## src/hw/rtl/wtd_pkg.sv

```systemverilog
`timescale 1ns / 1ps
// ----------------------------------------------------------------------------
// wtd_pkg: shared types and constants for the word tokenizer
// Field widths, the byte classifier and the control bundle that the top
// level broadcasts to every term cell.
// ----------------------------------------------------------------------------
package wtd_pkg;

    // fixed field widths
    localparam int BYTE_W   = 8;
    localparam int MINLEN_W = 6;
    localparam int SLOT_W   = 5;
    localparam int WLEN_W   = 6;
    localparam int TERMS_W  = 6;

    // register reset value and lower-case fold bit
    localparam logic [MINLEN_W-1:0] MIN_LEN_RESET = 6'd4;
    localparam logic [BYTE_W-1:0]   CASE_BIT      = 8'h20;

    // step control broadcast along the row of term cells
    typedef struct packed {
        logic              step;   // stage-1 word moves to the output register
        logic              app;    // that word appended a letter
        logic              first;  // appended letter sits at position zero
        logic              add;    // finished word is new: free cell claims it
        logic              clear;  // last byte of the stream: drop all terms
        logic [BYTE_W-1:0] chr;    // lower-cased letter of that word
    } t_cell_ctl;

    // ASCII letter test, bytes above 127 are never letters
    function automatic logic is_letter(input logic [BYTE_W-1:0] c);
        is_letter = ((c >= 8'h41) && (c <= 8'h5A)) || ((c >= 8'h61) && (c <= 8'h7A));
    endfunction

endpackage

```

## src/hw/rtl/wtd_cell.sv

```systemverilog
`timescale 1ns / 1ps
// ----------------------------------------------------------------------------
// wtd_cell: one term slot of the dedup table
// Holds the letters and length of one stored term, compares the letter at
// the current word position against the broadcast letter and keeps a running
// match flag. Valid bits form a thermometer along the row: the first cell
// whose left neighbor is valid and which is not valid itself is the free one.
// ----------------------------------------------------------------------------
module wtd_cell #(
    parameter  int TERM_BYTES = 64,
    localparam int WORD_MAX   = TERM_BYTES - 1,
    localparam int AW         = $clog2(WORD_MAX),
    localparam int LEN_W      = $clog2(TERM_BYTES)
) (
    input  logic                      i_clk,
    input  logic                      i_rst_n,
    input  logic                      i_prev_valid,
    input  logic                      i_rd_en,
    input  logic                      i_wr_req,
    input  logic [AW-1:0]             i_addr,
    input  logic [wtd_pkg::BYTE_W-1:0] i_wdata,
    input  wtd_pkg::t_cell_ctl        i_ctl,
    input  logic [LEN_W-1:0]          i_len,
    output logic                      o_valid,
    output logic                      o_match
);
    import wtd_pkg::*;

    logic [BYTE_W-1:0] r_mem [WORD_MAX];
    logic [BYTE_W-1:0] r_rdata;
    logic [LEN_W-1:0]  r_len;
    logic              r_valid;
    logic              r_flag;
    logic              free;
    logic              flag_eff;

    // this cell takes the next new term
    assign free = i_prev_valid & ~r_valid;

    // letter store: the free cell gathers the word as it arrives
    always_ff @(posedge i_clk) begin
        if (i_wr_req && free) begin
            r_mem[i_addr] <= i_wdata;
        end
        if (i_rd_en) begin
            r_rdata <= r_mem[i_addr];
        end
    end

    // running match including the letter now in stage 1
    always_comb begin
        if (i_ctl.app) begin
            flag_eff = (i_ctl.first | r_flag) & (r_rdata == i_ctl.chr);
        end else begin
            flag_eff = r_flag;
        end
    end

    assign o_match = r_valid & (r_len == i_len) & flag_eff;
    assign o_valid = r_valid;

    // match flag and slot occupancy
    always_ff @(posedge i_clk) begin
        if (!i_rst_n) begin
            r_flag  <= 1'b1;
            r_valid <= 1'b0;
        end else begin
            if (i_ctl.step && i_ctl.app) begin
                r_flag <= flag_eff;
            end
            if (i_ctl.clear) begin
                r_valid <= 1'b0;
            end else if (i_ctl.add && free) begin
                r_valid <= 1'b1;
            end
        end
    end

    // stored length, written when the cell is claimed
    always_ff @(posedge i_clk) begin
        if (i_ctl.add && free) begin
            r_len <= i_len;
        end
    end

endmodule

```

## config.mk

```make
export PLATFORM = sky130hd
export DESIGN_NAME = wtd_cell
export DESIGN_NICKNAME = d
export VERILOG_FILES = /design/src/hw/rtl/wtd_pkg.sv /design/src/hw/rtl/wtd_cell.sv
export SDC_FILE = /design/constraint.sdc
export NUM_CORES = 1
export LEC_CHECK = 0
export BUFFER_PORTS_ARGS = -buffer_cell sky130_fd_sc_hd__clkbuf_2
export CAP_MARGIN = 10
export CELL_PAD_IN_SITES_DETAIL_PLACEMENT = 0
export CELL_PAD_IN_SITES_GLOBAL_PLACEMENT = 1
export CORE_UTILIZATION = 35
export CTS_CLUSTER_DIAMETER = 200
export DETAILED_ROUTE_END_ITERATION = 8
export PLACE_DENSITY_LB_ADDON = 0.08
export SLEW_MARGIN = 10
export SYNTH_ARGS = -nofsm -noshare
export SYNTH_HDL_FRONTEND = slang
export SYNTH_SLANG_ARGS = --single-unit
```

## constraint.sdc

```tcl
create_clock -name i_clk -period 5.7 [get_ports i_clk]
set_input_delay 1.14 -clock i_clk [delete_from_list [all_inputs] [get_ports i_clk]]
set_output_delay 1.14 -clock i_clk [all_outputs]
set_load 0.02 [all_outputs]
```

After elaboration in Yosys (flattened, before gate mapping)
Memories as Yosys holds them, arrays and structs flattened. A register that Yosys moved wholly into a read port is not among the register bits.
Cells that the tools add are included.
W data, S select, Z words.
{ "word_totals": {"ff_bits": 8, "wordCells": 20, "ramBits": 504, "memories": 1, "inputBits": 38} }
{ "classes": {"n_reduce_logical": 4, "n_mux": 3, "eq_ne": 2, "bitwise": 7} }
{ "mem_list": {"columns": ["name", "depth", "word_bits", "rd", "rd_clocked_by_memory_dff", "wr", "line_no", "text"], "rows": [
  ["r_mem", 63, 8, 1, 1, 1, "wtd_cell.sv:29", "logic [BYTE_W-1:0] r_mem [WORD_MAX];"]
]} }
{ "op_table": {"columns": ["cell", "n"], "rows": [
  ["$eq A8 B8 Y1", 1],
  ["$eq A6 B6 Y1", 1],
  ["$and A1 B1 Y1", 4],
  ["$logic_and A1 B1 Y1", 3],
  ["$mux W1", 3],
  ["$not A1 Y1", 2],
  ["$reduce_or A2 Y1", 1],
  ["$or A1 B1 Y1", 1]
]} }

Logic depth before layout (Yosys ltp)
{ "logic_depth": {"depth_word": 5, "depth_mapped": 11} }

Worst setup path after synthesis
OpenSTA, ideal clock, no wires.
{ "synth_path": {"path_type": "in2out", "startpoint": "in i_ctl[4] (netlist name)", "endpoint": "out o_match", "required_ns": 4.560, "slack_ns": 2.458, "cell_stages": 5, "t_arrival_ns": 2.102, "path_cell_list": "xnor2_1 > nand4_1 > o21ai_0 > nand2_1 > nor3_1"} }
{ "synth_between": {"elab_chain_cells": 4} }
{ "synth_lines": {"columns": ["item", "line_no", "text"], "rows": [
  ["start: declaration", "wtd_cell.sv:22", "input wtd_pkg::t_cell_ctl i_ctl,"],
  ["$eq A8 B8 Y1", "wtd_cell.sv:53", "flag_eff = (i_ctl.first | r_flag) & (r_rdata == i_ctl.chr);"],
  ["$and A1 B1 Y1", "wtd_cell.sv:53", null],
  ["$mux W1", "wtd_cell.sv:52", "if (i_ctl.app) begin"],
  ["$and A1 B1 Y1", "wtd_cell.sv:59", "assign o_match = r_valid & (r_len == i_len) & flag_eff;"],
  ["end: declaration", "wtd_cell.sv:25", "output logic o_match"]
]} }
No other way between the ends.

Worst setup path after layout
{ "layout_path": {"startpoint": "in i_addr[0]", "endpoint": "mem r_mem[33][3] (enable)"} }
{ "layout_lines": {"columns": ["item", "line_no", "text"], "rows": [
  ["start: declaration", "wtd_cell.sv:20", "input logic [AW-1:0] i_addr,"],
  ["end: declaration", "wtd_cell.sv:29", null]
]} }
No word-level cell before the write port.

==> results summary <==
The cell sitting at the root of the clock tree is a clkbuf_16. The synthesized netlist devotes 4.76% of its cell area to simple gates. The maximum level of the CTS H-tree is 2. The final wirelength came out at 64.9 mm.

Counting instances in the post-synthesis netlist gives the leading cell types as edfxtp_1 (518), nor2_1 (95), a22oi_1 (56), a221oi_1 (52), nand2_1 (45). The die is 244 um wide. The initial antenna violation count is 1.

The number of cells on the worst reg-to-reg path is 3. The worst-case headroom to the max-slew limit is 25.0%. The setup slack of the most critical reg-to-reg path came out at 2.74 ns. The clock insertion delay at the later pin of the skew report is 0.62 ns.

The hold violation count in the final report came to 0. Routability-driven placement finished with a final weighted congestion of 0.823. After routing the design area is 23600 sq um. The via count of the first global-routing pass was 11597. The maximum number of buffers from clock root to sink came out at 3. For this run, the slowest stage of the critical path takes 0.94 ns. Counting both buffers and inverters, the worst setup path holds a total of 1.

The clock arrives with 0.0237 ns of skew. In this run the worst setup path begins at i_addr[0]. The flow ran to the end, and the final reports show no timing, DRC or antenna violations. Counting flops with an async set or reset pin after synthesis yields a share of 0%.

The capturing element of the worst setup path is r_mem[33][3]$_DFFE_PP_. The final layout contains 1327 nets. In this run, synthesis inferred 518 flip-flops with an integrated enable. edfxtp_1 takes more of the synthesized area than any other cell. The clock network burns 43.7% of the power. The TritonCTS buffer count came out at 57.

The total count of max-transition violations in the final report is 0. The count of cells along the worst hold path is 2. The area of the die came out at 59400 sq um. The post-CTS setup buffer count came out at 0. The number of cells produced by synthesis came out at 1194.

The critical path is of the in2reg type. In this run the critical register-to-register path is launched from o_valid$_SDFFE_PP0P_. The largest delay contributor family on the critical path is simple AND/OR/NAND/NOR gates. The part of the power in combinational logic is 5.6%.

The residual DRC count came out at 0. The standard cell area after detailed placement is 21800 sq um. The internal power of the cells totals 6.53 mW. Relative to the synthesized area, the layout overhead comes to 15.7%. The number of different library cells in the post-synthesis netlist is 64. The sort of element at the end of the critical path is a flip-flop. The die boundary height came out at 244 um. The clock transition time at the flip-flop clock pins of the worst setup and hold paths is 0.06 ns. The initial utilization of the core area, before any placement, comes to 35.4%. The nature of the critical path startpoint is an input port. The remaining antenna violation count after routing came out at 0. The hold slack is 0.501 ns. The critical path goes through buf_4 -> nor2b_2 -> nand2_1 -> nor2_1. The final count of negative-setup-slack endpoints came out at 0. The register share of total power is 50.7%. The number of hold buffers added after cts came out at 0. Derived from the worst setup path, the maximum achievable clock frequency is 267 MHz.

When the netlist entered floorplanning its net count stood at 1232. Before antenna repair, the detailed router went through 5 iterations. The total number of placement rows came out at 88. The number of vias in the routed layout is 11720.

The analysis attributes to net switching a power of 1.84 mW. The cell area after synthesis came out at 20400 sq um. In the final layout, the share of cells above drive strength 1 is 20.4%. The clock sink count is 520. The endpoint identified for the worst register-to-register timing path is r_mem[46][0]$_DFFE_PP_. The count of max-cap constraint violations came out at 0.

Dividing the detail-routed wire length by the instance count gives 30.9 um. The global route total overflow is 0. The share of synthesized area in the top cell type comes to 76.1%. The first-pass GRT wire length came out at 91.8 mm.

The synthesized-area fraction occupied by adder cells came out at 0%. In the synthesized netlist, mux cells make up 6.67% of the area. The worst path arrival time is 3.97 ns.

The share of synthesized area occupied by flip-flops and latches is 76.3%. The power per cell area came out at 354 nW/um^2. The time the final worst path needs with I/O delays and setup is 3.74 ns. For the pin with the worst max-slew slack, the measured transition is 1.12 ns. The critical path crosses 4 cells after its start point. The count of fill cells added during filler insertion came out at 5221. Setup repair after global routing left no endpoint under its margin. The leakage power figure is 7.59 nW. Synthesis inferred 520 register bits. The placeable core region is 57700 sq um. Global routing used 22.0% of the available tracks across all layers. The worst path required time is 5.93 ns.

By area, the combinational part of the netlist is dominated by compound AO/OA/AOI/OAI gates. The clock tree from TritonCTS is yes. The dominant synthesized flop cell is edfxtp_1. The first routing iteration left 1099 violations.

The post-cts sizing count is 0. The average instance in the mapped netlist occupies 17.1 sq um. The worst min-delay path class is reg2reg. After layout, the worst path uses 65.7% of the clock period.

The setup TNS after final layout is 0 ns. Ranked by total cell area, the synthesized netlist is headed by edfxtp_1 (76%), mux4_2 (2.9%), a221oi_1 (2.2%). The total number of yosys warnings is 0. 40 I/O pins were placed. The pin count of the biggest net entering global routing came out at 80.

Buffers placed on the I/O ports in this run total 39. In this run the worst path has a maximum fanout of 27. Of the total synthesized cell area, the portion taken by XOR and XNOR cells is 0.600%. The most common cell in the netlist is edfxtp_1.

Net switching is 22.0% of the power. After detailed routing, the number of vias per cell comes to 5.58. IR analysis of the VDD net gives a maximum drop of 0.000221 V. On the critical path, the stage with the largest delay is an instance of nor2b_2.

The synthesized netlist devotes 9.36% of its cell area to compound gates. The HPWL after detailed placement is 39.5 mm.
[layout make-up]
cell class                      count  area (sq um)  area share (%)
Antenna cell                        1          2.50          0.0106
Clock buffer                       74          1580            6.69
Clock inverter                     31           270            1.14
Inverter                            5          21.3          0.0899
Multi-Input combinational cell    586          4400            18.6
Sequential cell                   520         15600            65.9
Tap cell                          765           957            4.05
Timing Repair Buffer              119           820            3.47
[routing by layer]
metal | global-route usage [%] | share of wire [%] | up-vias
met5 | 0 | 0 | -
met4 | 5.72 | 2.3 | 0
met3 | 4.06 | 6.5 | 87
met2 | 34.2 | 46 | 450
met1 | 31.6 | 45 | 6129
li1 | - | - | 5054
[power by group through the flow]
stage	combinational, mW	sequential [mW]	clock, mW
floorplan	0.232	4.31	0
global placement	0.472	4.32	0
detailed placement	0.473	4.32	0
CTS	0.473	4.24	3.73
global route	0.495	4.24	3.86
finish	0.468	4.24	3.66
[how the worst min path moves through the flow]
stage	startpoint	end	slack (ns)
after floorplan	r_flag$_SDFFE_PN1P_	r_flag$_SDFFE_PN1P_	0.45
after CTS	r_flag$_SDFFE_PN1P_	r_flag$_SDFFE_PN1P_	0.50
after global placement	r_flag$_SDFFE_PN1P_	r_flag$_SDFFE_PN1P_	0.47
final	r_flag$_SDFFE_PN1P_	r_flag$_SDFFE_PN1P_	0.50
after detailed placement	r_flag$_SDFFE_PN1P_	r_flag$_SDFFE_PN1P_	0.48
after global routing	r_flag$_SDFFE_PN1P_	r_flag$_SDFFE_PN1P_	0.53
[registers in the layout, indices dropped and copies added (netlist names)]
| signal | cells |
|---|---|
| r_mem | 504 |
| r_rdata | 8 |
| r_len | 6 |
| o_valid | 1 |
| r_flag | 1 |
[tightest hold or removal path, delay by kind of cell (launching register included)]
family | cells | cell delay, ns
compound gates | 1 | 0.08
flops | 1 | 0.31
simple gates | 1 | 0.06
[metrics by stage]
step                power [mW]  util [%]  worst slack, ns  instances
floorplan                 4.54         -             2.46       1194
CTS                       8.44      41.0             2.00       2100
global placement          4.79      37.8             1.36       1995
detailed placement        4.79      37.8             1.36       1995
global route              8.60      41.0             1.92       2100
finish                    8.37      41.0             1.96       2101
[logic make-up after synthesis]
family	Yosys count
AND/OR/NAND/NOR	213
multiplexers	99
buffers and inverters	88
flip-flops	520
AO/OA/AOI/OAI	260
XOR/XNOR	14
[cells in the final DEF (no fill, tap or decap), types with 5 or more instances in the layout]
cell       Yosys  layout
a21oi_1       31      31
a221o_1        9       9
a221oi_1      52      52
a222oi_1       5       5
a22o_1         6       6
a22oi_1       56      56
a31oi_1        7       7
and3_1         5       5
buf_4          5      81
bufinv_16      0       5
clkbuf_1      32      10
clkbuf_16      0      59
clkbuf_2       0      36
clkbuf_8       0       5
clkinv_1       0      14
clkinv_2       0      10
edfxtp_1     518     518
mux2_2        28      28
mux2i_1       42      42
mux4_2        26      26
nand2_1       45      45
nand3_1       17      17
nand4_1        8       8
nor2_1        95      93
nor3_1         5       5
o211ai_1       8       8
o21ai_0       33      33
o221ai_1       9       9
o22ai_1       17      17
or3_1          6       6
xnor2_1       14      14
Note: power is estimated with default switching activity, not from simulation.
